## src/ypcb_pkg.sv

```systemverilog
// ----------------------------------------------------------------------------
// ypcb_pkg: shared types, constants and arithmetic helpers
// Fixed-point constants, the arctangent table and the row codes of the
// camera basis pipeline.
// ----------------------------------------------------------------------------
`default_nettype none

package ypcb_pkg;

    localparam int CORDIC_STEPS_DEF = 24;
    localparam int SQRT_CELLS       = 32;
    localparam int DIV_CELLS        = 32;

    localparam logic [24:0] TURN_Q16    = 25'd23592960;
    localparam logic [24:0] HALF_Q16    = 25'd11796480;
    localparam logic [24:0] QUARTER_Q16 = 25'd5898240;
    localparam logic [24:0] THREEQ_Q16  = 25'd17694720;
    localparam logic [22:0] PITCH_LIMIT = 23'd5832704;
    localparam logic [23:0] FOV_MIN     = 24'd327680;
    localparam logic [23:0] FOV_MAX     = 24'd11141120;
    localparam logic [31:0] PI_Q30      = 32'd3373259426;
    localparam logic [55:0] OFS_ANG     = 56'd5898240;
    localparam logic [55:0] OFS_FOV     = 56'd23592960;
    localparam logic [28:0] DIV180_RECIP = 29'd381774871;
    localparam logic [7:0]  DIV180_VAL  = 8'd180;
    localparam logic signed [33:0] CORDIC_GAIN = 34'sd652032874;
    localparam logic signed [35:0] ONE_Q30     = 36'sd1073741824;

    localparam logic [2:0] ROW_RIGHT   = 3'd0;
    localparam logic [2:0] ROW_UP      = 3'd1;
    localparam logic [2:0] ROW_FORWARD = 3'd2;
    localparam logic [2:0] ROW_POS     = 3'd3;
    localparam logic [2:0] ROW_FOV     = 3'd4;

    localparam logic [31:0] ATAN_Q30 [32] = '{
        32'h3243F6A8, 32'h1DAC6705, 32'h0FADBAFC, 32'h07F56EA6, 32'h03FEAB76,
        32'h01FFD55B, 32'h00FFFAAA, 32'h007FFF55, 32'h003FFFEA, 32'h001FFFFD,
        32'h000FFFFF, 32'h0007FFFF, 32'h0003FFFF, 32'h0001FFFF, 32'h0000FFFF,
        32'h00007FFF, 32'h00003FFF, 32'h00001FFF, 32'h00000FFF, 32'h000007FF,
        32'h000003FF, 32'h000001FF, 32'h000000FF, 32'h0000007F, 32'h0000003F,
        32'h0000001F, 32'h0000000F, 32'h00000008, 32'h00000004, 32'h00000002,
        32'h00000001, 32'h00000000
    };

    typedef struct packed {
        logic signed [33:0] x;
        logic signed [33:0] y;
        logic signed [32:0] z;
    } rot_t;

    typedef struct packed {
        logic signed [31:0] pos_x;
        logic signed [31:0] pos_y;
        logic signed [31:0] pos_z;
        logic [31:0]        fov_rad;
        logic               fov_apply;
        logic               fold;
    } side_t;

    typedef struct packed {
        logic signed [35:0] fx;
        logic signed [35:0] fy;
        logic signed [35:0] fz;
    } fwd_t;

    typedef struct packed {
        logic [63:0] v;
        logic [63:0] res;
    } sq_t;

    typedef struct packed {
        logic [31:0] d;
        logic [63:0] rem_x;
        logic [63:0] rem_z;
        logic [31:0] q_x;
        logic [31:0] q_z;
        logic        neg_x;
        logic        neg_z;
        logic        zero;
    } dv_t;

    typedef struct packed {
        logic signed [31:0] x;
        logic signed [31:0] y;
        logic signed [31:0] z;
    } vec_t;

    // exact floor(v / 180) for v below 2**28
    function automatic logic [20:0] div180(input logic [27:0] v);
        logic [56:0] prod;
        prod = 57'(v) * 57'(DIV180_RECIP);
        return prod[56:36];
    endfunction

    function automatic logic signed [35:0] mulq30(input logic signed [35:0] a,
                                                  input logic signed [35:0] b);
        logic signed [71:0] p;
        p = (72'(a) * 72'(b)) + 72'sd536870912;
        return 36'(p >>> 30);
    endfunction

    function automatic logic signed [31:0] sat32(input logic signed [35:0] v);
        if (v > 36'sd2147483647) begin
            return 32'sh7FFFFFFF;
        end else if (v < -36'sd2147483648) begin
            return 32'sh80000000;
        end
        return 32'(v);
    endfunction

    function automatic rot_t cordic_step(input rot_t a, input int unsigned s);
        rot_t r;
        logic signed [32:0] at;
        at = 33'(ATAN_Q30[s[4:0]]);
        if (a.z >= 0) begin
            r.x = a.x - (a.y >>> s);
            r.y = a.y + (a.x >>> s);
            r.z = a.z - at;
        end else begin
            r.x = a.x + (a.y >>> s);
            r.y = a.y - (a.x >>> s);
            r.z = a.z + at;
        end
        return r;
    endfunction

endpackage

`default_nettype wire

```

## src/ypcb_div_cell.sv

```systemverilog
// ----------------------------------------------------------------------------
// ypcb_div_cell: one quotient bit of the two right-vector divisions
// Restoring division step for the x and z numerators over the flat length.
// ----------------------------------------------------------------------------
`default_nettype none

module ypcb_div_cell #(
    parameter int IDX = 0
) (
    input  wire                 aclk,
    input  wire                 aresetn,
    input  wire                 adv,
    input  wire                 in_vld,
    input  ypcb_pkg::dv_t       in_dv,
    input  ypcb_pkg::fwd_t      in_fwd,
    input  ypcb_pkg::side_t     in_side,
    output logic                out_vld,
    output ypcb_pkg::dv_t       out_dv,
    output ypcb_pkg::fwd_t      out_fwd,
    output ypcb_pkg::side_t     out_side
);
    import ypcb_pkg::*;

    localparam int SH = DIV_CELLS - 1 - IDX;

    logic        vld_reg;
    dv_t         dv_reg, dv_next;
    fwd_t        fwd_reg;
    side_t       side_reg;
    logic [63:0] dsh;

    always_comb begin
        dsh     = 64'(in_dv.d) << SH;
        dv_next = in_dv;
        if (in_dv.rem_x >= dsh) begin
            dv_next.rem_x   = in_dv.rem_x - dsh;
            dv_next.q_x[SH] = 1'b1;
        end
        if (in_dv.rem_z >= dsh) begin
            dv_next.rem_z   = in_dv.rem_z - dsh;
            dv_next.q_z[SH] = 1'b1;
        end
    end

    always_ff @(posedge aclk) begin
        if (!aresetn) begin
            vld_reg <= 1'b0;
        end else if (adv) begin
            vld_reg <= in_vld;
        end
    end

    always_ff @(posedge aclk) begin
        if (adv) begin
            dv_reg   <= dv_next;
            fwd_reg  <= in_fwd;
            side_reg <= in_side;
        end
    end

    assign out_vld  = vld_reg;
    assign out_dv   = dv_reg;
    assign out_fwd  = fwd_reg;
    assign out_side = side_reg;

endmodule

`default_nettype wire

```

## config.mk

```make
export PLATFORM = sky130hd
export DESIGN_NAME = ypcb_div_cell
export DESIGN_NICKNAME = d
export VERILOG_FILES = /design/src/ypcb_pkg.sv /design/src/ypcb_div_cell.sv
export SDC_FILE = /design/constraint.sdc
export NUM_CORES = 1
export LEC_CHECK = 0
export BUFFER_PORTS_ARGS = -buffer_cell sky130_fd_sc_hd__buf_4
export CORE_AREA = 5 5 356 358
export CTS_CLUSTER_SIZE = 8
export DETAILED_ROUTE_END_ITERATION = 7
export DIE_AREA = 0 0 361 363
export PLACE_DENSITY = 0.36
export SYNTH_ARGS = -nofsm -noshare
export SYNTH_HDL_FRONTEND = slang
export SYNTH_SLANG_ARGS = --single-unit
```

## constraint.sdc

```tcl
create_clock -name aclk -period 8.2 [get_ports aclk]
set_clock_uncertainty 0.05 [all_clocks]
set_input_delay 1.23 -clock aclk [delete_from_list [all_inputs] [get_ports aclk]]
set_output_delay 1.23 -clock aclk [all_outputs]
set_load 0.03 [all_outputs]
```

; Word level (Yosys, flattened, before mapping)
; Index checks and enable logic that the tools add are counted.
[totals]
register_bits = 466
input_bits = 469
out_inout_bits = 466
[op_classes]
addsub = 2
magnitude_cmp = 2
muxes = 2
[ops]
columns = operator, n
row1 = 64-bit by 63-bit >= comparator with 1-bit output, 2
row2 = 64-bit two-way mux, 2
row3 = 64-bit by 63-bit subtractor with 64-bit output, 2

; Depth between registers and ports, before layout
[depth]
depth_word = 2
ltp_mapped = 12

; Worst setup path after synthesis
; OpenSTA, ideal clock, no wires.
[synth_timing]
path_type = input to register
start = input port in_dv[162] (netlist bit)
end = register dv_reg (netlist bit out_dv[194]) (data pin)
setup_ns = 0.262
arrival_time_ns = 3.599
required_ns = 7.888
setup_slack_ns = 4.288
cell_stages = 11
n_path_buf = 0
cell_sequence = inv_1 -> ha_1 -> fa_1 -> nor2b_1 -> o21bai_1 -> a2111oi_4 -> nor4_4 -> a2111oi_4 -> o2111ai_1 -> a21oi_1 -> mux2_1
[synth_rtl]
columns = item, line_no
row1 = from (decl), ypcb_div_cell.sv:14  ; input ypcb_pkg::dv_t in_dv,
row2 = to (signal assigned), ypcb_div_cell.sv:55  ; dv_reg <= dv_next;
row3 = to (decl), ypcb_div_cell.sv:27  ; dv_t dv_reg, dv_next;

==> impl_metrics.json <==
{
  "pin_count": 935,
  "maxCapViolCount": 0,
  "ys_async_sr_fraction_pct": 0,
  "post_cts_buffers": 0,
  "final_cell_mix": "939 x buf_4, 465 x edfxtp_1, 83 x a21oi_1",
  "routedWlPerCell_um": 28.95,
  "setup_violations": 0,
  "gp_congestion": 0.9103,
  "yosysTopAreaCellShare_pct": 74.67,
  "hold_ws_ns": 0.5058,
  "fmax_mhz": 204.3,
  "synth_fp_nets": 1709,
  "synthMuxAreaShare_pct": 0.7695,
  "cp.required_ns": 8.52,
  "synth_top_family_by_area": "compound AO/OA/AOI/OAI gates",
  "synthXorXnorAreaFrac_pct": 2.576,
  "drtPass1Iterations": 5,
  "port_buffers": 934,
  "design.core.area_um2": 123000,
  "drtIter0Drc": 913,
  "grt_usage_pct": 16.16,
  "die_y_um": 363,
  "post_cts_resize_count": 0,
  "cts.clk_slew.worst_paths_ns": 0.05,
  "rsz0062_at_grt": "false",
  "overflow": 0,
  "synthAdderAreaFrac_pct": 4.496,
  "numCtsBuffers": 72,
  "max_slew_margin_pct": 21.42,
  "finalWorstSetupSlack_ns": 3.304,
  "grt_max_degree": 141,
  "clk_latency_ns": 0.66,
  "ys_types": 67,
  "synth_ff_type": "edfxtp_1",
  "crit_fanout": 58,
  "leakage_nw": 12.18,
  "crit_path_end": "out_dv[122]",
  "cp_data_arrival_time_ns": 5.22,
  "nNetsFinal": 2697,
  "status": "finished, final reports clean",
  "grt_pass1_vias": 15280,
  "pre_cts_slack_ns": 2.698,
  "p_per_area_nw_per_um2": 247.2,
  "hold_viol": 0,
  "clockRootBuffer": "clkbuf_16",
  "cts_hold_buffers": 0,
  "worst_pin_slew_ns": 1.166,
  "final_common_cell": "buf_4",
  "start_kind": "input port",
  "hold_path.class": "reg -> reg",
  "syn_inst": 1174,
  "h-tree-depth": 3,
  "die_area_um2": 131000,
  "synth-edff-count": 465,
  "syn_to_final_growth_pct": 59.73,
  "crit_start": "in_dv[195]",
  "die_w_um": 361,
  "cts_max_path_buffers": 3,
  "timing.rr.start": "out_vld",
  "ys_seq_area_share_pct": 74.78,
  "reg2reg_slack_ns": 7.53,
  "start_util_pct": 15.20,
  "vdd_drop_max_v": 0.0001311,
  "tritoncts": "done",
  "finalCritPeriodShare_pct": 59.71,
  "drc_errors": 0,
  "maxSlewViolCount": 0,
  "synth-seq-cells": 466,
  "ant_nets": 0,
  "synth_simple_gate_area_share_pct": 5.989,
  "synth_compound_area_share_pct": 9.588,
  "synth_area_leaders": "edfxtp_1 75%, ha_1 4.3%, a21oi_1 2.2%",
  "yosys_warnings": 0,
  "grt_pass1_wl_mm": 143.2,
  "fin_crit_ns": 4.896,
  "end_kind": "register",
  "routed_wirelength_mm": 111.4,
  "rows": 129,
  "clock_sinks": 466,
  "via_count": 14800,
  "worst_r2r_path_depth": 2,
  "antenna_found_initial": 41,
  "fin_setup_tns_ns": 0,
  "r2r_end": "out_vld",
  "viasPerCell": 3.845,
  "dp_hpwl_mm": 92.94,
  "synth.avg_cell_area_um2": 15.93,
  "final_layout_size_suffix_gt1_share_pct": 48.22,
  "criticalPathCategory": "in -> reg",
  "syn-cell-area_um2": 18700,
  "yosysTopAreaCell": "edfxtp_1"
}
==> synth_stat cells, drive strengths merged (3+ instances only) <==
| master | n |
|---|---|
| nor3 | 8 |
| clkbuf | 18 |
| a21o | 29 |
| a21oi | 84 |
| nor2 | 52 |
| o21ai | 62 |
| a2111oi | 4 |
| inv | 52 |
| edfxtp | 465 |
| nand2 | 66 |
| a211o | 4 |
| or3 | 7 |
| xor2 | 22 |
| and2 | 3 |
| nand3 | 15 |
| xnor2 | 33 |
| o21a | 15 |
| o211ai | 11 |
| o2111ai | 5 |
| a21boi | 3 |
| ha | 64 |
| and3 | 7 |
| nor2b | 7 |
| o21bai | 9 |
| o31ai | 4 |
| a31o | 6 |
| buf | 11 |
| a31oi | 11 |
| nand4 | 11 |
| nand2b | 11 |
| nor4 | 19 |
| mux2 | 11 |
| a211oi | 9 |
| or4 | 3 |
| and4 | 6 |
==> where the power goes <==
group	switching [W]	leakage [nW]	internal (W)
Combinational	0.00100	6.60	0.000564
Sequential	0.0000866	4.56	0.00288
Clock	0.00120	1.02	0.00165
==> worst min-delay path by stage <==
stage | from | to | slack (ns) | cells past startpoint
final | out_vld | out_vld | 0.51 | 2
after global routing | out_vld | out_vld | 0.53 | 2
after CTS | out_vld | out_vld | 0.51 | 2
after detailed placement | out_vld | out_vld | 0.49 | 2
after global placement | out_vld | out_vld | 0.48 | 2
after floorplan | out_vld | out_vld | 0.59 | 2
==> final cells by class <==
type                            instances  area (um^2)
Fill cell                           13070        93120
Sequential cell                       466        13980
Multi-Input combinational cell        627         4379
Timing Repair Buffer                  943         7109
Clock buffer                           89         1866
Antenna cell                           17        42.54
Tap cell                             1637         2048
Inverter                               52        195.2
Clock inverter                         17        244.0
==> metrics by stage <==
stage                     total power [W]  cell area [um^2]  instances  util (%)
after detailed placement         0.004609             27720       3725     22.53
after global routing             0.007707             29820       3831     24.25
after global placement           0.004613             27710       3724     22.53
after floorplan                  0.003748             18700       1174         -
after CTS                        0.007546             29820       3831     24.25
final                            0.007383             29870       3848     24.28
==> sequential cells by signal, summed over array words and instances (netlist names) <==
name / count
out_vld: 1
out_fwd: 108
out_dv: 227
out_side: 130
==> cell families (layout without fill, tap and decap cells) <==
kind of cell / count (synthesis) / count (layout)
flip-flops: 466 / 466
AO/OA/AOI/OAI: 271 / 271
AND/OR/NAND/NOR: 222 / 222
buffers and inverters: 81 / 1101
adder cells (fa/ha/maj): 66 / 66
XOR/XNOR: 55 / 55
multiplexers: 13 / 13
other: 0 / 17
==> worst max-delay path, cell delays in order <==
cell	delay (ns)
buf_4	0.16
ha_1	0.31
nor4b_1	0.64
nand4_1	0.18
o21ai_0	0.95
a31oi_1	0.23
o211ai_1	0.23
a31o_2	0.18
buf_4	0.62
mux2_2	0.41
==> layer usage <==
metal,vias to the layer above,wire [um],track usage [%]
li1,6550,-,-
met1,7427,42690,18.43
met2,665,54150,27.44
met3,130,11290,7.093
met4,24,3115,4.877
met5,-,149,0
No activity file was read; power rests on OpenSTA's default activity.
