$ cat src/ypcb_pkg.sv
// ----------------------------------------------------------------------------
// ypcb_pkg: shared types, constants and arithmetic helpers
// Fixed-point constants, the arctangent table and the row codes of the
// camera basis pipeline.
// ----------------------------------------------------------------------------
`default_nettype none

package ypcb_pkg;

    localparam int CORDIC_STEPS_DEF = 24;
    localparam int SQRT_CELLS       = 32;
    localparam int DIV_CELLS        = 32;

    localparam logic [24:0] TURN_Q16    = 25'd23592960;
    localparam logic [24:0] HALF_Q16    = 25'd11796480;
    localparam logic [24:0] QUARTER_Q16 = 25'd5898240;
    localparam logic [24:0] THREEQ_Q16  = 25'd17694720;
    localparam logic [22:0] PITCH_LIMIT = 23'd5832704;
    localparam logic [23:0] FOV_MIN     = 24'd327680;
    localparam logic [23:0] FOV_MAX     = 24'd11141120;
    localparam logic [31:0] PI_Q30      = 32'd3373259426;
    localparam logic [55:0] OFS_ANG     = 56'd5898240;
    localparam logic [55:0] OFS_FOV     = 56'd23592960;
    localparam logic [28:0] DIV180_RECIP = 29'd381774871;
    localparam logic [7:0]  DIV180_VAL  = 8'd180;
    localparam logic signed [33:0] CORDIC_GAIN = 34'sd652032874;
    localparam logic signed [35:0] ONE_Q30     = 36'sd1073741824;

    localparam logic [2:0] ROW_RIGHT   = 3'd0;
    localparam logic [2:0] ROW_UP      = 3'd1;
    localparam logic [2:0] ROW_FORWARD = 3'd2;
    localparam logic [2:0] ROW_POS     = 3'd3;
    localparam logic [2:0] ROW_FOV     = 3'd4;

    localparam logic [31:0] ATAN_Q30 [32] = '{
        32'h3243F6A8, 32'h1DAC6705, 32'h0FADBAFC, 32'h07F56EA6, 32'h03FEAB76,
        32'h01FFD55B, 32'h00FFFAAA, 32'h007FFF55, 32'h003FFFEA, 32'h001FFFFD,
        32'h000FFFFF, 32'h0007FFFF, 32'h0003FFFF, 32'h0001FFFF, 32'h0000FFFF,
        32'h00007FFF, 32'h00003FFF, 32'h00001FFF, 32'h00000FFF, 32'h000007FF,
        32'h000003FF, 32'h000001FF, 32'h000000FF, 32'h0000007F, 32'h0000003F,
        32'h0000001F, 32'h0000000F, 32'h00000008, 32'h00000004, 32'h00000002,
        32'h00000001, 32'h00000000
    };

    typedef struct packed {
        logic signed [33:0] x;
        logic signed [33:0] y;
        logic signed [32:0] z;
    } rot_t;

    typedef struct packed {
        logic signed [31:0] pos_x;
        logic signed [31:0] pos_y;
        logic signed [31:0] pos_z;
        logic [31:0]        fov_rad;
        logic               fov_apply;
        logic               fold;
    } side_t;

    typedef struct packed {
        logic signed [35:0] fx;
        logic signed [35:0] fy;
        logic signed [35:0] fz;
    } fwd_t;

    typedef struct packed {
        logic [63:0] v;
        logic [63:0] res;
    } sq_t;

    typedef struct packed {
        logic [31:0] d;
        logic [63:0] rem_x;
        logic [63:0] rem_z;
        logic [31:0] q_x;
        logic [31:0] q_z;
        logic        neg_x;
        logic        neg_z;
        logic        zero;
    } dv_t;

    typedef struct packed {
        logic signed [31:0] x;
        logic signed [31:0] y;
        logic signed [31:0] z;
    } vec_t;

    // exact floor(v / 180) for v below 2**28
    function automatic logic [20:0] div180(input logic [27:0] v);
        logic [56:0] prod;
        prod = 57'(v) * 57'(DIV180_RECIP);
        return prod[56:36];
    endfunction

    function automatic logic signed [35:0] mulq30(input logic signed [35:0] a,
                                                  input logic signed [35:0] b);
        logic signed [71:0] p;
        p = (72'(a) * 72'(b)) + 72'sd536870912;
        return 36'(p >>> 30);
    endfunction

    function automatic logic signed [31:0] sat32(input logic signed [35:0] v);
        if (v > 36'sd2147483647) begin
            return 32'sh7FFFFFFF;
        end else if (v < -36'sd2147483648) begin
            return 32'sh80000000;
        end
        return 32'(v);
    endfunction

    function automatic rot_t cordic_step(input rot_t a, input int unsigned s);
        rot_t r;
        logic signed [32:0] at;
        at = 33'(ATAN_Q30[s[4:0]]);
        if (a.z >= 0) begin
            r.x = a.x - (a.y >>> s);
            r.y = a.y + (a.x >>> s);
            r.z = a.z - at;
        end else begin
            r.x = a.x + (a.y >>> s);
            r.y = a.y - (a.x >>> s);
            r.z = a.z + at;
        end
        return r;
    endfunction

endpackage

`default_nettype wire

$ cat src/ypcb_cordic_cell.sv
// ----------------------------------------------------------------------------
// ypcb_cordic_cell: one rotation step for yaw and pitch
// Applies one CORDIC micro-rotation to both angles and hands the pose on.
// ----------------------------------------------------------------------------
`default_nettype none

module ypcb_cordic_cell #(
    parameter int STEP = 0
) (
    input  wire                 aclk,
    input  wire                 aresetn,
    input  wire                 adv,
    input  wire                 in_vld,
    input  ypcb_pkg::rot_t      in_yaw,
    input  ypcb_pkg::rot_t      in_pitch,
    input  ypcb_pkg::side_t     in_side,
    output logic                out_vld,
    output ypcb_pkg::rot_t      out_yaw,
    output ypcb_pkg::rot_t      out_pitch,
    output ypcb_pkg::side_t     out_side
);
    import ypcb_pkg::*;

    logic  vld_reg;
    rot_t  yaw_reg, pitch_reg;
    side_t side_reg;

    always_ff @(posedge aclk) begin
        if (!aresetn) begin
            vld_reg <= 1'b0;
        end else if (adv) begin
            vld_reg <= in_vld;
        end
    end

    always_ff @(posedge aclk) begin
        if (adv) begin
            yaw_reg   <= cordic_step(in_yaw, STEP);
            pitch_reg <= cordic_step(in_pitch, STEP);
            side_reg  <= in_side;
        end
    end

    assign out_vld   = vld_reg;
    assign out_yaw   = yaw_reg;
    assign out_pitch = pitch_reg;
    assign out_side  = side_reg;

endmodule

`default_nettype wire

$ cat config.mk
export PLATFORM = sky130hd
export DESIGN_NAME = ypcb_cordic_cell
export DESIGN_NICKNAME = d
export VERILOG_FILES = /design/src/ypcb_pkg.sv /design/src/ypcb_cordic_cell.sv
export SDC_FILE = /design/constraint.sdc
export NUM_CORES = 1
export LEC_CHECK = 0
export BUFFER_PORTS_ARGS = -buffer_cell sky130_fd_sc_hd__buf_2
export CAP_MARGIN = 20
export CORE_AREA = 2 2 264 266
export CTS_BUF_LIST = sky130_fd_sc_hd__clkbuf_4 sky130_fd_sc_hd__clkbuf_8
export DETAILED_ROUTE_END_ITERATION = 10
export DIE_AREA = 0 0 266 268
export GPL_TIMING_DRIVEN = 0
export MAX_ROUTING_LAYER = met4
export SETUP_SLACK_MARGIN = 0.02
export SYNTH_ARGS = -nofsm -noshare
export SYNTH_HDL_FRONTEND = slang
export SYNTH_SLANG_ARGS = --single-unit
$ cat constraint.sdc
create_clock -name aclk -period 11.9 [get_ports aclk]
set_input_delay 2.38 -clock aclk [delete_from_list [all_inputs] [get_ports aclk]]
set_output_delay 2.38 -clock aclk [all_outputs]
set_load 0.01 [all_outputs]
After elaboration in Yosys (flattened, before gate mapping)
Index checks and enable logic that the tools add are counted.
- output and inout port bits: 333
- register bits: 333
- logic and storage cells: 27
- bits of input ports: 336
- $add $sub $neg: 10
- magnitude comparators: 2
- multiplexer cells: 2
- operators with widths (kind ; number):
    101-bit 2-to-1 mux ; 2
    34-bit subtractor ; 4
    34-bit adder ; 2
    33-bit by 31-bit adder with 33-bit output, second input constant ; 2
    33-bit by 1-bit greater-or-equal comparator with 1-bit output, second input constant ; 2
    33-bit by 31-bit subtractor with 33-bit output, second input constant ; 2

Logic depth before layout (Yosys ltp)
Gate-level depths: netlist (run 1).
- depth in word-level cells: 2
- depth in mapped cells: 14
- depth with buffers taken out: 13

Worst setup path before layout (run 1)
No wires, ideal clock.
- path kind: input -> register
- start: input port in_yaw[32] (netlist bit)
- end: register yaw_reg (netlist bit out_yaw[30]) (data pin)
- arrival: 5.570 ns
- path slack: 6.071 ns
- required time: 11.641 ns
- stages: 14
- buffers on the path: 2
- setup time: 0.259 ns
- cell sequence: inv_1 buf_1 buf_1 ha_1 a21o_1 a21oi_1 o211ai_1 a2111oi_0 nor3_1 o21ai_0 nand3b_1 a21oi_1 o21a_1 xnor2_1
- word-level cells in the longest chain between the ends: 2
- RTL lines (what ; RTL line ; RTL):
    from (decl) ; ypcb_cordic_cell.sv:14 ; input ypcb_pkg::rot_t in_yaw,
    33-bit by 1-bit greater-or-equal comparator with 1-bit output ; ypcb_pkg.sv:115 ; if (a.z >= 0) begin
    101-bit 2-to-1 mux ; ypcb_pkg.sv:115 ;
    to (signal assigned) ; ypcb_cordic_cell.sv:38 ; yaw_reg <= cordic_step(in_yaw, STEP);
    to (decl) ; ypcb_cordic_cell.sv:25 ; rot_t yaw_reg, pitch_reg;
No other way between the ends.
A chain may end at the register's enable or synchronous reset.

Worst setup path after layout (run 1)
Same ends and word-level chain as after synthesis.

==> impl_metrics.tcl, run 1 <==
set metrics [dict create \
    die_height_um 268 \
    setup_viol 0 \
    status "complete, no violations" \
    crit_arrival_ps 7100 \
    dp_hpwl_um 66900 \
    synth_ff_type "edfxtp_1" \
    required_ps 12280 \
    viasPerCell 5.24 \
    cp-endpoint "out_yaw[30]" \
    r2r_slack_ps 11310 \
    overflow 0 \
    postSynth.asyncResetShare 0 \
    wl_per_cell_um 20.6 \
    fp.coreArea_um2 68200 \
    ios 669 \
    holdCritPathClass "reg -> reg" \
    leakage_nw 13.3 \
    clockBufferDepth 3 \
    nets 3754 \
    drt_iter0_drc 1523 \
    hold_buffers 0 \
    cts_resized 0 \
    synth.area.top_cells "edfxtp_1 (42%), ha_1 (13%), a21oi_1 (6.0%)" \
    tightestPinTransition_ps 1010 \
    yosysUniqueCellTypes 81 \
    grt_usage 0.231 \
    grt_pass1_wl_um 123000 \
    yosys.area.top_type_share 0.416 \
    port_buffers 668 \
    crit_start "in_yaw[32]" \
    syn_area_per_cell_um2 9.83 \
    root_buffer "clkbuf_8" \
    grt_antenna_before_repair 20 \
    clk_pin_slew_ps 60 \
    ant_nets 0 \
    fill_cells 6853 \
    path_max_fanout 24 \
    cts.sinks 331 \
    synth_nets 3021 \
    initial_utilization 0.349 \
    critical_path_class "in -> reg" \
    min_period_ps 6720 \
    vias 21500 \
    gp_congestion 0.943 \
    worst_setup_path_start_kind "input port" \
    period_share 0.565 \
    fmax_ghz 0.149 \
    yosys_warnings 0 \
    regToRegEndpoint "out_vld" \
    timing.rr.start "out_vld" \
    clock_latency_ps 660 \
    end_kind "register" \
    area_growth_pct 24.7 \
    tritoncts "built" \
    worstRegToRegCells 2 \
    synth_seq_cells 331 \
    num_rows 96 \
    dr.pass1.iters 5 \
    synthCells 2421 \
    fin_cells 4104 \
    clock_skew_ps 0 \
    powerDensity_nw_per_um2 131 \
    setup_tns_ps 0 \
    rsz0062_at_grt "no" \
    hold_viol_final 0 \
    drt-total-wl_um 84600 \
    synth-seq-area-share 0.417 \
    maxCapViolations 0 \
    grt_start_max_net_pins 123 \
    die_x_um 266 \
    slew_violations 0 \
    htree_levels 2 \
    die_area_um2 71300 \
    place_inst 3974 \
    drc 0 \
    post-route-util 0.435 \
    vdd_drop_max_mv 0.0833 \
    yosysTopAreaCell "edfxtp_1" \
    cts_buffers 60 \
    slew_headroom 0.325 \
    mostFrequentLayoutCells "buf_2 (684), edfxtp_1 (330), a21oi_1 (285)" \
    drive_above_1_share 0.258 \
    synth_edf_count 330 \
    final_common_cell "buf_2" \
    syn_area_um2 23800 \
    grt_pass1_vias 21100 \
    cts_setup_buffers 0 \
]
## sequential cells by signal, indices dropped and copies added (netlist names)
name	count
out_yaw	100
out_vld	1
out_pitch	100
out_side	130
## through the flow
stage                     worst slack, ps  hold WS, ps  total power [mW]  instance area, um^2
final                                5180          516              3.88                29700
after CTS                            5310          522              3.91                29600
after detailed placement             4600          511              2.69                28300
after floorplan                      6070          538              2.22                23800
after global placement               3290          500              2.70                28200
after global routing                 5000          578              4.07                29700
## report_power, final
part | switching [mW] | internal (mW) | leakage (nW) | total (mW)
registers | 0.0418 | 1.48 | 3.24 | 1.52
clock network | 0.519 | 0.671 | 0.697 | 1.19
logic | 0.719 | 0.442 | 9.41 | 1.16
## kinds of logic (layout without fill, tap and decap cells)
logic type	Yosys count	count (layout)	synth area share
xor+xnor	179	179	0.0659
compound gates	793	793	0.213
flops	331	331	0.417
fa+ha+maj	264	264	0.141
simple gates	520	520	0.103
buf+inv	312	1097	0.0503
mux	22	22	0.00930
other cells	0	16	0
## worst min-delay path by stage
stage	start	end	cells after the start
2_1_floorplan	out_vld	out_vld	2
3_3_place_gp	out_vld	out_vld	2
3_5_place_dp	out_vld	out_vld	2
4_1_cts	out_vld	out_vld	2
5_1_grt	out_vld	out_vld	2
6_report	out_vld	out_vld	2
## layer usage
layer / share of wire / global-route usage / wire, um / vias to the layer above
met5: 0 / - / 0 / -
met4: 0.031 / 0.0817 / 2580 / 0
met3: 0.073 / 0.0487 / 6180 / 167
met2: 0.50 / 0.394 / 42100 / 827
met1: 0.40 / 0.269 / 33700 / 10200
li1: - / - / - / 10300
## critical path, cell delays in order
cell and delay (ps):
buf_2 260, inv_1 280, buf_1 640, buf_2 700, ha_1 360, a21o_1 160
a21oi_1 260, o211ai_1 160, a2111oi_0 750, nor3_1 220, o21ai_0 290, nand3b_1 110
a21oi_1 250, o21a_1 180, xnor2_1 70
## Yosys cell counts (22+ instances only)
library cell,number
a21o_1,79
xor2_1,35
xnor2_1,144
inv_1,212
o21ai_0,146
o21a_1,26
nand2_1,101
edfxtp_1,330
a211oi_1,23
o211ai_1,22
nand2b_1,22
nand3_1,31
nor3_1,45
nor2b_1,27
a21oi_1,285
nor2_1,194
ha_1,256
o21bai_1,61
clkbuf_1,61
## final cells by class
cell class	instances	area [um^2]	share of cell area
Timing Repair Buffer	671	3420	0.115
Tap cell	882	1100	0.0372
Clock buffer	80	982	0.0331
Inverter	220	826	0.0278
Antenna cell	16	40.0	0.00135
Multi-Input combinational cell	1778	12700	0.427
Buffer	92	374	0.0126
Sequential cell	331	9930	0.335
Clock inverter	34	325	0.0110
Power figures use the tool's default switching activity.
==> run 2, diff against run 1 <==
ABC_AREA = 1   (was unset)
CORE_AREA = 2 2 260 262   (was 2 2 264 266)
DIE_AREA = 0 0 262 264   (was 0 0 266 268)
PLACE_DENSITY = 0.67   (was unset)
clock period = 5.75 ns   (was 11.9 ns; I/O delays follow)
==> run 2 against run 1 <==
Net effect: critical path depth shrank 1; via count increased by 32%; clock power up 100%; synthesized cell count is 51% higher; first-iteration DRC count grew 89%; design area is 12% higher; critical path type unchanged; worst setup slack got worse by 3600 ps; largest cell class unchanged; cell count rose by 29%; flip-flop and latch count stayed put.
==> impl_metrics.tcl, run 2 <==
set metrics [dict create \
    yosysUniqueCellTypes 51 \
    status "complete, no violations" \
    end_kind "register" \
    drt-total-wl_um 115000 \
    synth-xor-area-share 0.0312 \
    cts.sinks 331 \
    path_max_fanout 24 \
    largest_reg_flops 130 \
    root_buffer "clkbuf_8" \
    synth_top_family_by_area "simple AND/OR/NAND/NOR gates" \
    nets 4978 \
    synthSimpleGateAreaFrac 0.266 \
    multiInputGateArea_um2 15200 \
    synth_edf_count 330 \
    leakage_nw 16.4 \
    postSynth.asyncResetShare 0 \
    fin_cells 5314 \
    grt_start_max_net_pins 131 \
    grt_usage 0.330 \
    cts_setup_buffers 0 \
    dp_hpwl_um 96600 \
    yosys_warnings 0 \
    synth_ff_type "edfxtp_1" \
    drt_iter0_drc 2873 \
    viasPerCell 5.35 \
    initial_utilization 0.413 \
    tritoncts "built" \
    place_inst 5191 \
    worst_setup_path_start_kind "input port" \
    die_height_um 264 \
    vias 28500 \
    synth_most_common_cell "nand2_1" \
    clockBufferDepth 3 \
    fp.coreArea_um2 66600 \
    dr.pass1.iters 6 \
    vdd_drop_max_mv 0.192 \
    syn_area_um2 27500 \
    synth_fa_ha_area_frac 0.122 \
    cpMostUsedCell "nand2_1" \
    cts_resized 0 \
    rsz0062_at_grt "no" \
    clock_latency_ps 670 \
    crit_arrival_ps 4590 \
    die_x_um 262 \
    tightestPinTransition_ps 1010 \
    seqCellArea_um2 9930 \
    hold_buffers 0 \
    cpPeakStageDelay_ps 530 \
    htree_levels 2 \
    drc 0 \
    ant_nets 0 \
    synth-seq-area-share 0.361 \
    critical_path_class "in -> reg" \
    period_share 0.722 \
    setup_tns_ps 0 \
    synthCells 3648 \
    port_buffers 668 \
    critPathSlowestCell "o21ai_0" \
    required_ps 6180 \
    die_area_um2 69200 \
    grt_antenna_before_repair 19 \
    num_rows 95 \
    grt_pass1_wl_um 166000 \
    maxCapViolations 0 \
    yosys.area.top_type_share 0.360 \
    powerDensity_nw_per_um2 252 \
    gp_congestion 1.01 \
    fmax_ghz 0.241 \
    clock_skew_ps 0 \
    final_common_cell "nand2_1" \
    worstHoldPathCells 2 \
    slew_violations 0 \
    ios 669 \
    power_mw 8.40 \
    mostFrequentLayoutCells "nand2_1 (937), buf_2 (699), inv_1 (455)" \
    wl_per_cell_um 21.7 \
    synth_nets 4248 \
    min_period_ps 4150 \
    overflow 0 \
    post-route-util 0.500 \
    syn_area_per_cell_um2 7.54 \
    clk_pin_slew_ps 60 \
    drive_above_1_share 0.211 \
    synth_common_cells "nand2_1 (937), inv_1 (455), edfxtp_1 (330)" \
    holdCritPathClass "reg -> reg" \
    area_growth_pct 21.1 \
    slew_headroom 0.329 \
    grt_pass1_vias 26800 \
    synthMuxAreaShare 0.000364 \
    hold_viol_final 0 \
    cts_buffers 58 \
    fill_cells 6716 \
    synth_seq_cells 331 \
    synth.area.top_cells "edfxtp_1 (36%), nand2_1 (13%), ha_1 (12%)" \
    synth-compound-area-share 0.133 \
    worstRegToRegCells 2 \
    yosysTopAreaCell "edfxtp_1" \
    crit_chain "buf_2, clkbuf_1, clkinv_1, buf_2, ha_1, nand2_1, inv_1, a21oi_1, o21ai_0, nand2_1, nand2_1, nand2_1, nand3_1, nand2_1" \
    setup_viol 0 \
]
## run 2: per-layer routing
metal  vias up  part of all wire  global-route usage  routed length [um]
li1      13700                 -                   -                   -
met1     13300              0.40               0.407               46500
met2      1283              0.47               0.541               54700
met3       209             0.085              0.0596                9820
met4         0             0.037               0.117                4320
met5         -                 0                   -                   0
## run 2: layout make-up
type,instances,area share
flip-flops and latches,331,0.298
diodes,16,0.00120
inverters,471,0.0533
clock buffers,73,0.0273
multi-input cells,2756,0.457
clock inverters,34,0.0106
well taps,873,0.0328
repair buffers,670,0.102
plain buffers,90,0.0179
## run 2: path summary, 6_finish.rpt
kind	start	to	slack (ps)
worst max-delay path	in_yaw[32]	out_yaw[30]	1600
worst min-delay path	out_vld	out_vld	570
worst max register to register	out_vld	out_vld	5070
worst min register to register	out_vld	out_vld	570
## run 2: per-stage QoR
| step | hold WS [ps] | cell area [um^2] | setup slack, ps |
|---|---|---|---|
| after detailed placement | 565 | 32000 | 992 |
| after global routing | 590 | 33300 | 1380 |
| after CTS | 571 | 33300 | 1710 |
| after global placement | 539 | 31900 | -1550 |
| after floorplan | 555 | 27500 | 2440 |
| final | 574 | 33300 | 1600 |
## run 2: power breakdown
part	leakage (nW)	total (mW)	switching (mW)	internal, mW
logic	12.5	2.89	1.98	0.917
registers	3.24	3.11	0.0850	3.03
clock network	0.649	2.39	1.07	1.33
total	16.4	8.40	3.13	5.27
## run 2: critical path, delay by kind of cell
| family | cells | cell delay (ps) |
|---|---|---|
| buf+inv | 5 | 1680 |
| fa+ha+maj | 1 | 480 |
| compound gates | 2 | 640 |
| simple gates | 6 | 610 |
## run 2: logic make-up (layout without fill, tap and decap cells)
| logic type | count (synthesis) | in the layout |
|---|---|---|
| buffers and inverters | 561 | 1338 |
| XOR/XNOR | 98 | 98 |
| other | 0 | 16 |
| multiplexers | 1 | 1 |
| AND/OR/NAND/NOR | 1724 | 1724 |
| flip-flops | 331 | 331 |
| adder cells (fa/ha/maj) | 264 | 264 |
| AO/OA/AOI/OAI | 669 | 669 |
