==> src/ypcb_pkg.sv <==
// ----------------------------------------------------------------------------
// ypcb_pkg: shared types, constants and arithmetic helpers
// Fixed-point constants, the arctangent table and the row codes of the
// camera basis pipeline.
// ----------------------------------------------------------------------------
`default_nettype none

package ypcb_pkg;

    localparam int CORDIC_STEPS_DEF = 24;
    localparam int SQRT_CELLS       = 32;
    localparam int DIV_CELLS        = 32;

    localparam logic [24:0] TURN_Q16    = 25'd23592960;
    localparam logic [24:0] HALF_Q16    = 25'd11796480;
    localparam logic [24:0] QUARTER_Q16 = 25'd5898240;
    localparam logic [24:0] THREEQ_Q16  = 25'd17694720;
    localparam logic [22:0] PITCH_LIMIT = 23'd5832704;
    localparam logic [23:0] FOV_MIN     = 24'd327680;
    localparam logic [23:0] FOV_MAX     = 24'd11141120;
    localparam logic [31:0] PI_Q30      = 32'd3373259426;
    localparam logic [55:0] OFS_ANG     = 56'd5898240;
    localparam logic [55:0] OFS_FOV     = 56'd23592960;
    localparam logic [28:0] DIV180_RECIP = 29'd381774871;
    localparam logic [7:0]  DIV180_VAL  = 8'd180;
    localparam logic signed [33:0] CORDIC_GAIN = 34'sd652032874;
    localparam logic signed [35:0] ONE_Q30     = 36'sd1073741824;

    localparam logic [2:0] ROW_RIGHT   = 3'd0;
    localparam logic [2:0] ROW_UP      = 3'd1;
    localparam logic [2:0] ROW_FORWARD = 3'd2;
    localparam logic [2:0] ROW_POS     = 3'd3;
    localparam logic [2:0] ROW_FOV     = 3'd4;

    localparam logic [31:0] ATAN_Q30 [32] = '{
        32'h3243F6A8, 32'h1DAC6705, 32'h0FADBAFC, 32'h07F56EA6, 32'h03FEAB76,
        32'h01FFD55B, 32'h00FFFAAA, 32'h007FFF55, 32'h003FFFEA, 32'h001FFFFD,
        32'h000FFFFF, 32'h0007FFFF, 32'h0003FFFF, 32'h0001FFFF, 32'h0000FFFF,
        32'h00007FFF, 32'h00003FFF, 32'h00001FFF, 32'h00000FFF, 32'h000007FF,
        32'h000003FF, 32'h000001FF, 32'h000000FF, 32'h0000007F, 32'h0000003F,
        32'h0000001F, 32'h0000000F, 32'h00000008, 32'h00000004, 32'h00000002,
        32'h00000001, 32'h00000000
    };

    typedef struct packed {
        logic signed [33:0] x;
        logic signed [33:0] y;
        logic signed [32:0] z;
    } rot_t;

    typedef struct packed {
        logic signed [31:0] pos_x;
        logic signed [31:0] pos_y;
        logic signed [31:0] pos_z;
        logic [31:0]        fov_rad;
        logic               fov_apply;
        logic               fold;
    } side_t;

    typedef struct packed {
        logic signed [35:0] fx;
        logic signed [35:0] fy;
        logic signed [35:0] fz;
    } fwd_t;

    typedef struct packed {
        logic [63:0] v;
        logic [63:0] res;
    } sq_t;

    typedef struct packed {
        logic [31:0] d;
        logic [63:0] rem_x;
        logic [63:0] rem_z;
        logic [31:0] q_x;
        logic [31:0] q_z;
        logic        neg_x;
        logic        neg_z;
        logic        zero;
    } dv_t;

    typedef struct packed {
        logic signed [31:0] x;
        logic signed [31:0] y;
        logic signed [31:0] z;
    } vec_t;

    // exact floor(v / 180) for v below 2**28
    function automatic logic [20:0] div180(input logic [27:0] v);
        logic [56:0] prod;
        prod = 57'(v) * 57'(DIV180_RECIP);
        return prod[56:36];
    endfunction

    function automatic logic signed [35:0] mulq30(input logic signed [35:0] a,
                                                  input logic signed [35:0] b);
        logic signed [71:0] p;
        p = (72'(a) * 72'(b)) + 72'sd536870912;
        return 36'(p >>> 30);
    endfunction

    function automatic logic signed [31:0] sat32(input logic signed [35:0] v);
        if (v > 36'sd2147483647) begin
            return 32'sh7FFFFFFF;
        end else if (v < -36'sd2147483648) begin
            return 32'sh80000000;
        end
        return 32'(v);
    endfunction

    function automatic rot_t cordic_step(input rot_t a, input int unsigned s);
        rot_t r;
        logic signed [32:0] at;
        at = 33'(ATAN_Q30[s[4:0]]);
        if (a.z >= 0) begin
            r.x = a.x - (a.y >>> s);
            r.y = a.y + (a.x >>> s);
            r.z = a.z - at;
        end else begin
            r.x = a.x + (a.y >>> s);
            r.y = a.y - (a.x >>> s);
            r.z = a.z + at;
        end
        return r;
    endfunction

endpackage

`default_nettype wire

==> src/ypcb_sqrt_cell.sv <==
// ----------------------------------------------------------------------------
// ypcb_sqrt_cell: one result bit of the integer square root
// Tries one bit pair of the radicand and hands remainder and root on.
// ----------------------------------------------------------------------------
`default_nettype none

module ypcb_sqrt_cell #(
    parameter int IDX = 0
) (
    input  wire                 aclk,
    input  wire                 aresetn,
    input  wire                 adv,
    input  wire                 in_vld,
    input  ypcb_pkg::sq_t       in_sq,
    input  ypcb_pkg::fwd_t      in_fwd,
    input  ypcb_pkg::side_t     in_side,
    output logic                out_vld,
    output ypcb_pkg::sq_t       out_sq,
    output ypcb_pkg::fwd_t      out_fwd,
    output ypcb_pkg::side_t     out_side
);
    import ypcb_pkg::*;

    localparam logic [63:0] BIT_VAL = 64'(1) << (62 - 2 * IDX);

    logic        vld_reg;
    sq_t         sq_reg, sq_next;
    fwd_t        fwd_reg;
    side_t       side_reg;
    logic [63:0] trial;

    always_comb begin
        trial = in_sq.res + BIT_VAL;
        if (in_sq.v >= trial) begin
            sq_next.v   = in_sq.v - trial;
            sq_next.res = (in_sq.res >> 1) + BIT_VAL;
        end else begin
            sq_next.v   = in_sq.v;
            sq_next.res = in_sq.res >> 1;
        end
    end

    always_ff @(posedge aclk) begin
        if (!aresetn) begin
            vld_reg <= 1'b0;
        end else if (adv) begin
            vld_reg <= in_vld;
        end
    end

    always_ff @(posedge aclk) begin
        if (adv) begin
            sq_reg   <= sq_next;
            fwd_reg  <= in_fwd;
            side_reg <= in_side;
        end
    end

    assign out_vld  = vld_reg;
    assign out_sq   = sq_reg;
    assign out_fwd  = fwd_reg;
    assign out_side = side_reg;

endmodule

`default_nettype wire

==> config.mk <==
export PLATFORM = sky130hd
export DESIGN_NAME = ypcb_sqrt_cell
export DESIGN_NICKNAME = d
export VERILOG_FILES = /design/src/ypcb_pkg.sv /design/src/ypcb_sqrt_cell.sv
export SDC_FILE = /design/constraint.sdc
export NUM_CORES = 1
export LEC_CHECK = 0
export BUFFER_PORTS_ARGS = -buffer_cell sky130_fd_sc_hd__buf_2
export CELL_PAD_IN_SITES_DETAIL_PLACEMENT = 1
export CELL_PAD_IN_SITES_GLOBAL_PLACEMENT = 1
export CORE_AREA = 2 2 283 285
export CTS_CLUSTER_DIAMETER = 30
export CTS_CLUSTER_SIZE = 28
export DETAILED_ROUTE_END_ITERATION = 16
export DIE_AREA = 0 0 285 287
export MAX_ROUTING_LAYER = met4
export PLACE_DENSITY = 0.49
export SLEW_MARGIN = 20
export SYNTH_ARGS = -nofsm -noshare
export SYNTH_HDL_FRONTEND = slang
export SYNTH_SLANG_ARGS = --single-unit
==> constraint.sdc <==
create_clock -name aclk -period 5.31 [get_ports aclk]
set_clock_uncertainty 0.05 [all_clocks]
set_input_delay 0.531 -clock aclk [delete_from_list [all_inputs] [get_ports aclk]]
set_output_delay 0.531 -clock aclk [all_outputs]
set_load 0.01 [all_outputs]
After elaboration in Yosys (flattened, before gate mapping)
Index checks and enable logic that the tools add are counted.
Storage, ports and cells
  bits in registers: 367
  output and inout bits: 367
Operators by class
  add/subtract/negate cells: 3
  order comparisons: 1
  mux-type cells: 1
Operators with widths (count)
  $mux W128: 1
  $add A63 B63 Y64 const B: 1
  $add A64 B63 Y64 const B: 1
  $ge A64 B64 Y1: 1
  $sub A64 B64 Y64: 1

Longest topological paths before layout
Gate-level depths: netlist of run 1.
  depth in word-level cells: 3
  gate-level depth with buffers: 15

Worst setup path after synthesis of run 1
No wires, ideal clock.
  path kind: input -> register
  start: input port in_sq[64] (netlist name)
  end: register sq_reg, in the netlist out_sq[126] (data pin)
  data arrival time: 2.841 ns
  required time: 4.991 ns
  path slack: 2.151 ns
  stages on the path: 14
  path buffers: 1
  cell sequence: inv_1 ha_1 fa_1 nor2b_1 o21a_1 o211ai_2 a31o_2 nand2_2 a311oi_2 a31oi_4 nor2_4 buf_6 nor4bb_1 nor4_2
RTL lines
  start, declared: RTL line ypcb_sqrt_cell.sv:14  | input ypcb_pkg::sq_t in_sq,
  end signal, assigned: RTL line ypcb_sqrt_cell.sv:53  | sq_reg <= sq_next;
  end, declared: RTL line ypcb_sqrt_cell.sv:27  | sq_t sq_reg, sq_next;

==> summary.md, run 1 <==
| Metric | Value |
|---|---|
| Core ar. | 78610 um^2 |
| TritonCTS clock tree | yes |
| Sequential area share after synthesis | 69.21% |
| FMAX | 0.2384 GHz |
| Yosys reg bits | 367 |
| Drt via density | 4.183 |
| Critical path startpoint | in_sq[2] |
| Bufs and invs on worst path | 3 |
| P_leak | 11.95 nW |
| Die ar. | 81800 um^2 |
| Distinct cells, synth | 65 |
| Synth Instances | 1153 |
| Detailed Routing Iterations Pass 1 | 4 |
| Pwr Density | 444.9 nW/um^2 |
| Placer congestion estimate | 0.8790 |
| Min-delay src | in_sq[11] |
| Launch point of the worst reg-to-reg path | out_vld |
| Number of port buffers | 736 |
| Tightest Hold Check Type | primary input to flop |
| CP delay by family, top | compound AO/OA/AOI/OAI gates |
| Largest net degree at the start of global routing | 115 |
| R2R cell count | 2 |
| Global-route wire length before repair | 117.1 mm |
| Final Non-Filler Cells | 3415 |
| Worst path slowest cell | a21oi_1 |
| Fin crit period | 4.195 ns |
| Asr flop ratio synth | 0% |
| Post-Route WL | 83.98 mm |
| Initial antenna violation count | 29 |
| DP Cell Count | 2910 |
| H-tree Lvls | 3 |
| Worst Path Arrival | 4.52 ns |
| WHS Path Cells | 1 |
| Layout cells sized above 1 | 40.18% |
| Total power | 12.30 mW |
| Max Cap Violations | 0 |
| Hold worst-path end | out_sq[10] |
| Vias in the first global route | 15870 |
| Clock transition at the registers of the reported paths | 0.04 ns |
| FP Rows | 103 |
| Starting DRT DRC Count | 710 |
| DR DRC count | 0 |
| Wire length per cell | 24.59 um |
| Root buf cell | clkbuf_16 |
| Avg Cell Area, Syn | 13.80 um^2 |
| DP Worst Slack | 0.9444 ns |
| Area Growth Syn to Fin | 73.76% |
| FF-to-FF End | out_vld |
| I/O pins | 737 |
| Top_reg_cell synth | edfxtp_1 |
| Critical path fanouts, max | 5 |
| CTS Buf Count | 110 |
| Effective utilization at floorplan | 20.24% |
| Period utilization | 79.00% |
| Hold Violations, Final | 0 |
| CP Capture Type | flop |
| Syn_nets | 1588 |
| Cell chain of the critical path | dlygate4sd3_1, buf_2, inv_1, ha_1, nor2b_1, o21a_1, o211ai_2, a31o_2, nand3b_1, a21oi_1, o211ai_1, nand4_1, nor4bb_1, nor4_2 |
| Global Route Usage Sum | 20.57% |
| Die height | 287 um |
| Final Worst Setup Slack | 1.115 ns |
| Remaining antenna violation count | 0 |
| Clock Latency Late Sink | 0.65 ns |
| Post-Synthesis Cell Area | 15910 um^2 |
| Final core occ | 35.16% |
| Setup TNS | 0 ns |
| DR vias | 14280 |
| Least-Margin Pin Slew | 1.052 ns |
| Setup Fix Bufs, Post-CTS | 0 |
| DP HPWL | 64.91 mm |
| CTS Sinks | 367 |
| Number of setup violations in the final report | 0 |
| Crit path kind | primary input to flop |
| EDFF count, synth | 366 |
| Filler Cell Count | 8660 |
| Die W | 285 um |
| Relative slew slack | 29.86% |
| CTS Buffer Depth | 3 |
| CP Launch Type | primary input |
| Count of pins over their slew limit | 0 |
| RSZ-0062 raised after global routing | false |
| Status | completed |
| # nets final | 2681 |
| Max VDD drop | 0.0002712 V |
| Crit path largest cell delay | 0.84 ns |
| Required time worst endpoint | 5.63 ns |
| Reg2reg setup slack | 4.65 ns |
| Yosys warning total | 0 |
| Overflow after GRT | 0 |
## where the power goes
part | leakage [nW] | total, mW | internal, mW | switching [mW]
clock network | 1.91 | 7.07 | 4.99 | 2.07
registers | 3.59 | 3.61 | 3.52 | 0.0853
logic | 6.45 | 1.63 | 0.659 | 0.967
## synth_stat cells, types with 6 or more instances
cell      instances  area [um^2]
buf_2            13        65.06
xnor2_1          33        289.0
o21a_1            9        67.56
inv_1            80        300.3
xor2_1           25        219.0
o21ai_0          88        440.4
clkbuf_1         20        75.07
ha_1             64        800.8
nor2_1           37        138.9
o21bai_1         21        157.7
a31oi_1           6        37.54
nand2_1         106        397.9
nor3_1           15        75.07
nor2b_1           9        56.30
a21oi_1          86        430.4
a21o_1           45        337.8
nand4_1          24        150.1
o211ai_1          6        45.04
nand3_1           9        45.04
edfxtp_1        366        10990
## cells in the final DEF, fill, tap and decap left out, types with 37 or more instances in the layout
master and count:
nand2_1 106, dlygate4sd3_1 274, ha_1 64, buf_2 735
edfxtp_1 366, nor2_1 37, a21oi_1 86, clkbuf_16 112
a21o_1 45, o21ai_0 88, inv_1 80
## through the flow
| stage | area, um^2 | hold slack, ns |
|---|---|---|
| 3_3_place_gp | 20840 | 0.4604 |
| 4_1_cts | 27590 | 0.002781 |
| 3_5_place_dp | 20840 | 0.4812 |
| 2_1_floorplan | 15910 | 0.4883 |
| 6_report | 27640 | 0.04574 |
| 5_1_grt | 27640 | 0.008937 |
## what timing repair did
action                    in CTS  in global routing
hold buffers                 274                  0
resized for setup              0                  0
hold endpoints to repair     274                  0
## how the worst max path moves through the flow
stage	slack, ns	cells past startpoint	end
2_1_floorplan	2.15	14	out_sq[126]
3_3_place_gp	1.04	13	out_sq[126]
3_5_place_dp	0.94	13	out_sq[126]
4_1_cts	1.08	14	out_sq[126]
5_1_grt	0.88	14	out_sq[126]
6_report	1.12	14	out_sq[126]
## cell families after synthesis
logic type / synth area share (%)
flops: 69.21
buf+inv: 2.981
simple gates: 7.125
mux: 0.4797
compound gates: 11.85
fa+ha+maj: 5.159
xor+xnor: 3.193
## metal layers
| layer | GRT usage (%) | part of all wire (%) |
|---|---|---|
| met4 | 10.41 | 5.5 |
| met1 | 20.70 | 36 |
| met2 | 34.82 | 50 |
| met5 | - | 0 |
| met3 | 7.913 | 8.3 |
## final cells by class
| cell class | count | area, um^2 | area share (%) |
|---|---|---|---|
| Antenna cell | 23 | 57.56 | 0.2082 |
| Clock buffer | 122 | 2840 | 10.27 |
| Clock inverter | 86 | 1164 | 4.209 |
| Inverter | 80 | 300.3 | 1.086 |
| Multi-Input combinational cell | 669 | 4424 | 16.00 |
| Sequential cell | 367 | 11010 | 39.83 |
| Tap cell | 1050 | 1314 | 4.752 |
| Timing Repair Buffer | 1018 | 6534 | 23.64 |
## flip-flops by register name, indices dropped and copies added, names as in the netlist
register  cells
out_side    130
out_sq      128
out_fwd     108
out_vld       1
Note: power is estimated with default switching activity, not from simulation.
==> inputs of run 2 (changes only) <==
Settings changed: ABC_AREA from default to 1, CORE_AREA 2 2 283 285 to 2 2 289 291, DIE_AREA 0 0 285 287 to 0 0 291 293, PLACE_DENSITY 0.49 to 0.54.
Clock period 5.31 ns to 4.1 ns, I/O delays scaled along.
==> summary.md, run 2 <==
| Metric | Value |
|---|---|
| Post-synth top cells | 756 x nand2_1, 397 x inv_1, 366 x edfxtp_1 |
| Max reg flops | 130 |
| FMAX | 0.3032 GHz |
| Core ar. | 81850 um^2 |
| Post-Synthesis Cell Area | 18230 um^2 |
| Clock Latency Late Sink | 0.65 ns |
| Psw | 4.422 mW |
| Count of pins over their slew limit | 0 |
| Sequential power share | 28.7% |
| Crit path kind | primary input to flop |
| Die W | 291 um |
| # nets final | 3579 |
| Clock transition at the registers of the reported paths | 0.04 ns |
| Overflow after GRT | 0 |
| TritonCTS clock tree | yes |
| DR vias | 18310 |
| CP Capture Type | flop |
| RSZ-0062 raised after global routing | false |
| Power share of the combinational group | 15.4% |
| Status | completed |
| CTS Buffer Depth | 3 |
| Cell taking the most area after synthesis | edfxtp_1 |
| Least-Margin Pin Slew | 1.033 ns |
| Worst path slowest cell | dlygate4sd3_1 |
| Vias in the first global route | 20040 |
| Post-synthesis compound-gate area fraction | 1.496% |
| Remaining antenna violation count | 0 |
| Global Route Usage Sum | 24.51% |
| CTS Sinks | 367 |
| Syn_nets | 2391 |
| Placer congestion estimate | 0.9410 |
| Max VDD drop | 0.0004059 V |
| Leading post-synthesis cells by cell area | edfxtp_1 60%, nand2_1 16%, inv_1 8.2% |
| Worst Path Arrival | 3.62 ns |
| Setup Fix Bufs, Post-CTS | 0 |
| Commonest non-fill, non-tap cell in the layout | nand2_1 |
| Period utilization | 80.44% |
| Clk pwr share | 55.9% |
| Synth Area in Simple Gates | 22.96% |
| Initial antenna violation count | 25 |
| R2R cell count | 3 |
| Mux cell area share after synthesis | 0% |
| Count leader, synth | nand2_1 |
| Pwr Density | 533.0 nW/um^2 |
| Number of setup violations in the final report | 0 |
| Layout cells sized above 1 | 30.07% |
| FP Rows | 105 |
| CP Launch Type | primary input |
| Yosys reg bits | 367 |
| I/O pins | 737 |
| Max Cap Violations | 0 |
| CTS Hold Bufs | 346 |
| Most frequent cells in the layout | 756 x nand2_1, 735 x buf_2, 397 x inv_1 |
| Post-Synth Adder-Cell Area | 4.503% |
| DP HPWL | 81.40 mm |
| Distinct cells, synth | 34 |
| Avg Cell Area, Syn | 9.319 um^2 |
| Root buf cell | clkbuf_16 |
| Met2 GRT Util | 41.63% |
| Die height | 293 um |
| Yosys top cell area share | 60.30% |
| Wire length per cell | 23.77 um |
| CTS Buf Count | 104 |
| Global-route wire length before repair | 144.6 mm |
| Met1 Usage GRT | 27.22% |
| Die ar. | 85260 um^2 |
| Setup TNS | 0 ns |
| Number of port buffers | 736 |
| Total power | 16.37 mW |
| Synth Instances | 1956 |
| Starting DRT DRC Count | 850 |
| Top_reg_cell synth | edfxtp_1 |
| P_leak | 15.14 nW |
| Required time worst endpoint | 4.42 ns |
| Minimum hold slack | 0.04256 ns |
| DP Cell Count | 3762 |
| Fin crit period | 3.298 ns |
| Post-Route WL | 102.8 mm |
| Yosys warning total | 0 |
| Final Non-Filler Cells | 4323 |
| Sw frac | 27.01% |
| Top cell by count, worst path | nand2_1 |
| Relative slew slack | 31.14% |
| Post-CTS sizing | 0 |
| Critical path fanouts, max | 37 |
| Tightest Hold Check Type | primary input to flop |
| H-tree Lvls | 3 |
| Hold Violations, Final | 0 |
| Cell chain of the critical path | dlygate4sd3_1, buf_2, inv_1, ha_1, nand2_2, nor2_2, nand2_1, nor2_2, nand4_1, nand3_2, nand2_4, nand2_8, inv_4, buf_4, nand2_1, nand2_1 |
| EDFF count, synth | 366 |
| WHS Path Cells | 3 |
| Asr flop ratio synth | 0% |
| Met3 usage | 5.424% |
| Area Growth Syn to Fin | 68.51% |
| Filler Cell Count | 9472 |
| Reg2reg setup slack | 2.81 ns |
| Detailed Routing Iterations Pass 1 | 4 |
| Crit path largest cell delay | 0.66 ns |
| DR DRC count | 0 |
| GRT Max-Usage Layer | met2 |
| Post-Synth XOR/XNOR Area | 1.538% |
| Int Power | 11.95 mW |
| Largest family of logic cells by synthesized area | simple AND/OR/NAND/NOR gates |
| Sequential area share after synthesis | 60.41% |
| Effective utilization at floorplan | 22.27% |
| Largest net degree at the start of global routing | 112 |
| Drt via density | 4.234 |
==> run 2: cells by family (layout without fill, tap and decap cells) <==
logic type,after synthesis,count (layout)
AOI/OAI and AO/OA,53,53
buffers and inverters,422,1698
and+or+nand+nor,1017,1017
DFF,367,367
adders and majority gates,65,65
xor gates and xnor gates,32,32
other,0,21
==> run 2: routing by layer <==
metal | wire length (um) | vias up
met5 | 0 | -
met4 | 5513 | 0
met2 | 51220 | 624
met3 | 5426 | 199
li1 | - | 8606
met1 | 40610 | 8876
==> run 2: area by class of cell <==
class	instances	area [um^2]	share of cell area [%]
flip-flops and latches	367	11010	35.85
repair buffers	1095	7305	23.78
multi-input cells	1167	5559	18.10
clock buffers	116	2658	8.652
inverters	409	1538	5.006
well taps	1070	1339	4.359
clock inverters	78	1255	4.086
diodes	21	52.55	0.1711
==> run 2: critical path, delay by kind of cell <==
kind / cells / cell delay [ns]
AND/OR/NAND/NOR: 10 / 1.60
buffers and inverters: 5 / 1.18
adder cells (fa/ha/maj): 1 / 0.36
==> run 2: final timing paths <==
check                           startpoint     endpoint
worst max-delay path             in_sq[27]   out_sq[71]
worst max register to register     out_vld      out_vld
worst min-delay path            in_sq[117]  out_sq[117]
worst min register to register     out_vld      out_vld
==> run 2: power groups by stage <==
stage	combinational, mW	clock [mW]	sequential [mW]
finish	2.52	9.15	4.71
global route	2.74	9.49	4.74
CTS	2.56	9.27	4.70
detailed placement	2.25	0	4.75
global placement	2.23	0	4.76
floorplan	0.848	0	4.91
==> run 2: stage by stage <==
step	instance area [um^2]	worst slack [ns]	utilization, %
global route	30720	0.6643	37.53
detailed placement	23290	0.7638	28.45
floorplan	18230	1.700	-
CTS	30660	0.8210	37.46
global placement	23290	0.8246	28.45
finish	30720	0.8021	37.53
==> inputs of run 3 (changes only) <==
Clock period 4.1 ns to 3.1 ns, I/O delays scaled along.
==> summary.md, run 3 (synthesis gave the netlist of run 2 again) <==
| Metric | Value |
|---|---|
| Minimum hold slack | 0.03904 ns |
| Status | completed |
| CTS Sinks | 367 |
| Met1 Usage GRT | 27.29% |
| Wire length per cell | 23.57 um |
| Die W | 291 um |
| Pwr Density | 635.6 nW/um^2 |
| # nets final | 3598 |
| Core ar. | 81850 um^2 |
| Overflow after GRT | 0 |
| FMAX | 0.3491 GHz |
| TritonCTS clock tree | yes |
| Max Cap Violations | 0 |
| Tightest Hold Check Type | primary input to flop |
| Die height | 293 um |
| GRT Max-Usage Layer | met2 |
| Most frequent cells in the layout | 755 x nand2_1, 735 x buf_2, 397 x inv_1 |
| Least-Margin Pin Slew | 0.6124 ns |
| Launch point of the worst reg-to-reg path | out_vld |
| Effective utilization at floorplan | 22.27% |
| Setup TNS | 0 ns |
| Remaining antenna violation count | 0 |
| P_leak | 14.89 nW |
| Max reg flops | 130 |
| Initial antenna violation count | 20 |
| Area Growth Syn to Fin | 65.95% |
| CTS Buffer Depth | 3 |
| Placer congestion estimate | 0.9284 |
| Global-route wire length before repair | 144.7 mm |
| WHS Path Cells | 3 |
| Starting DRT DRC Count | 853 |
| Fin crit period | 2.864 ns |
| FF-to-FF End | out_vld |
| Met3 usage | 4.561% |
| Vias in the first global route | 19980 |
| Max VDD drop | 0.0003857 V |
| Commonest non-fill, non-tap cell in the layout | nand2_1 |
| I/O pins | 737 |
| DR vias | 18160 |
| Global Route Usage Sum | 24.34% |
| Min-delay src | in_sq[64] |
| Reg area | 11010 um^2 |
| R2R cell count | 3 |
| Layout cells sized above 1 | 29.46% |
| Reg2reg setup slack | 1.72 ns |
| H-tree Lvls | 3 |
| Multi-input logic area | 5575 um^2 |
| Number of port buffers | 736 |
| Filler Cell Count | 9549 |
| FP Rows | 105 |
| Drt via density | 4.200 |
| Relative slew slack | 59.17% |
| DR DRC count | 0 |
| CTS Buf Count | 94 |
| Die ar. | 85260 um^2 |
| Required time worst endpoint | 3.42 ns |
| Crit path kind | primary input to flop |
| CP Launch Type | primary input |
| Hold worst-path end | out_sq[64] |
| Detailed Routing Iterations Pass 1 | 5 |
| Hold Violations, Final | 0 |
| Clock Latency Late Sink | 0.66 ns |
| RSZ-0062 raised after global routing | false |
| Post-Route WL | 101.9 mm |
| Met2 GRT Util | 43.46% |
| Critical path fanouts, max | 4 |
| DP HPWL | 81.95 mm |
| Count of pins over their slew limit | 0 |
| CP Capture Type | flop |
| Root buf cell | clkbuf_16 |
| Clock transition at the registers of the reported paths | 0.04 ns |
| Number of setup violations in the final report | 0 |
| Period utilization | 92.39% |
| Worst Path Arrival | 3.18 ns |
| Largest net degree at the start of global routing | 64 |
## run 3: report_power, final
group / internal, mW / total, mW / switching (mW)
sequential: 6.04 / 6.24 / 0.206
clock: 6.41 / 9.62 / 3.20
combinational: 1.27 / 3.37 / 2.10
total: 13.7 / 19.2 / 5.51
## run 3: final cells by class
class | instances | area share, %
sequential | 367 | 36.40
timing repair buffer | 1124 | 25.15
multi-input combinational | 1167 | 18.43
clock buffer | 108 | 8.021
inverter | 409 | 5.084
tap | 1070 | 4.426
clock inverter | 60 | 2.329
antenna | 19 | 0.1572
## run 3: worst max-delay path by stage
stage / start / end / slack [ns] / depth (start not counted)
after CTS: in_sq[34] / out_sq[123] / 0.12 / 16
after detailed placement: in_sq[34] / out_sq[123] / -0.04 / 15
final: in_sq[22] / out_sq[127] / 0.24 / 15
after floorplan: in_sq[64] / out_sq[78] / 0.80 / 18
after global placement: in_sq[34] / out_sq[123] / -0.14 / 15
after global routing: in_sq[34] / out_sq[123] / 0.02 / 16
## run 3: per-stage QoR
| stage | util [%] | power [mW] | std cells | area (um^2) | worst slack [ns] |
|---|---|---|---|---|---|
| 6_report | 36.96 | 19.22 | 4324 | 30250 | 0.2358 |
| 3_5_place_dp | 28.59 | 9.296 | 3772 | 23400 | -0.03656 |
| 3_3_place_gp | 28.59 | 9.273 | 3772 | 23400 | -0.1441 |
| 5_1_grt | 36.95 | 20.00 | 4322 | 30240 | 0.01572 |
| 2_1_floorplan | - | 7.613 | 1956 | 18230 | 0.8001 |
| 4_1_cts | 36.88 | 19.44 | 4305 | 30180 | 0.1162 |
## run 3: per-layer routing
layer  part of all wire [%]  wire length (um)  vias up
met5                      0                 0        -
met1                     41             41400     8882
met3                    4.1              4222      127
met4                    3.5              3533        0
met2                     52             52780      524
li1                       -                 -     8628
## run 3: worst max-delay path, cell delays in order
cell and delay, ns:
dlygate4sd3_1 0.61, buf_2 0.14, inv_1 0.04, ha_1 0.35, nand2_1 0.11, nor2_1 0.29, nand2_1 0.22, nor3_1 0.41
nand2_1 0.12, nand2_1 0.21, nand2_1 0.11, nand2_1 0.08, nand2_1 0.05, nand3_1 0.07, nand2_1 0.05
## run 3: what timing repair did
item | in CTS | in global routing
setup endpoints to repair | 0 | 2
buffers inserted | 0 | 0
hold endpoints to repair | 365 | 0
hold buffers | 365 | 0
gates resized for setup | 0 | 4
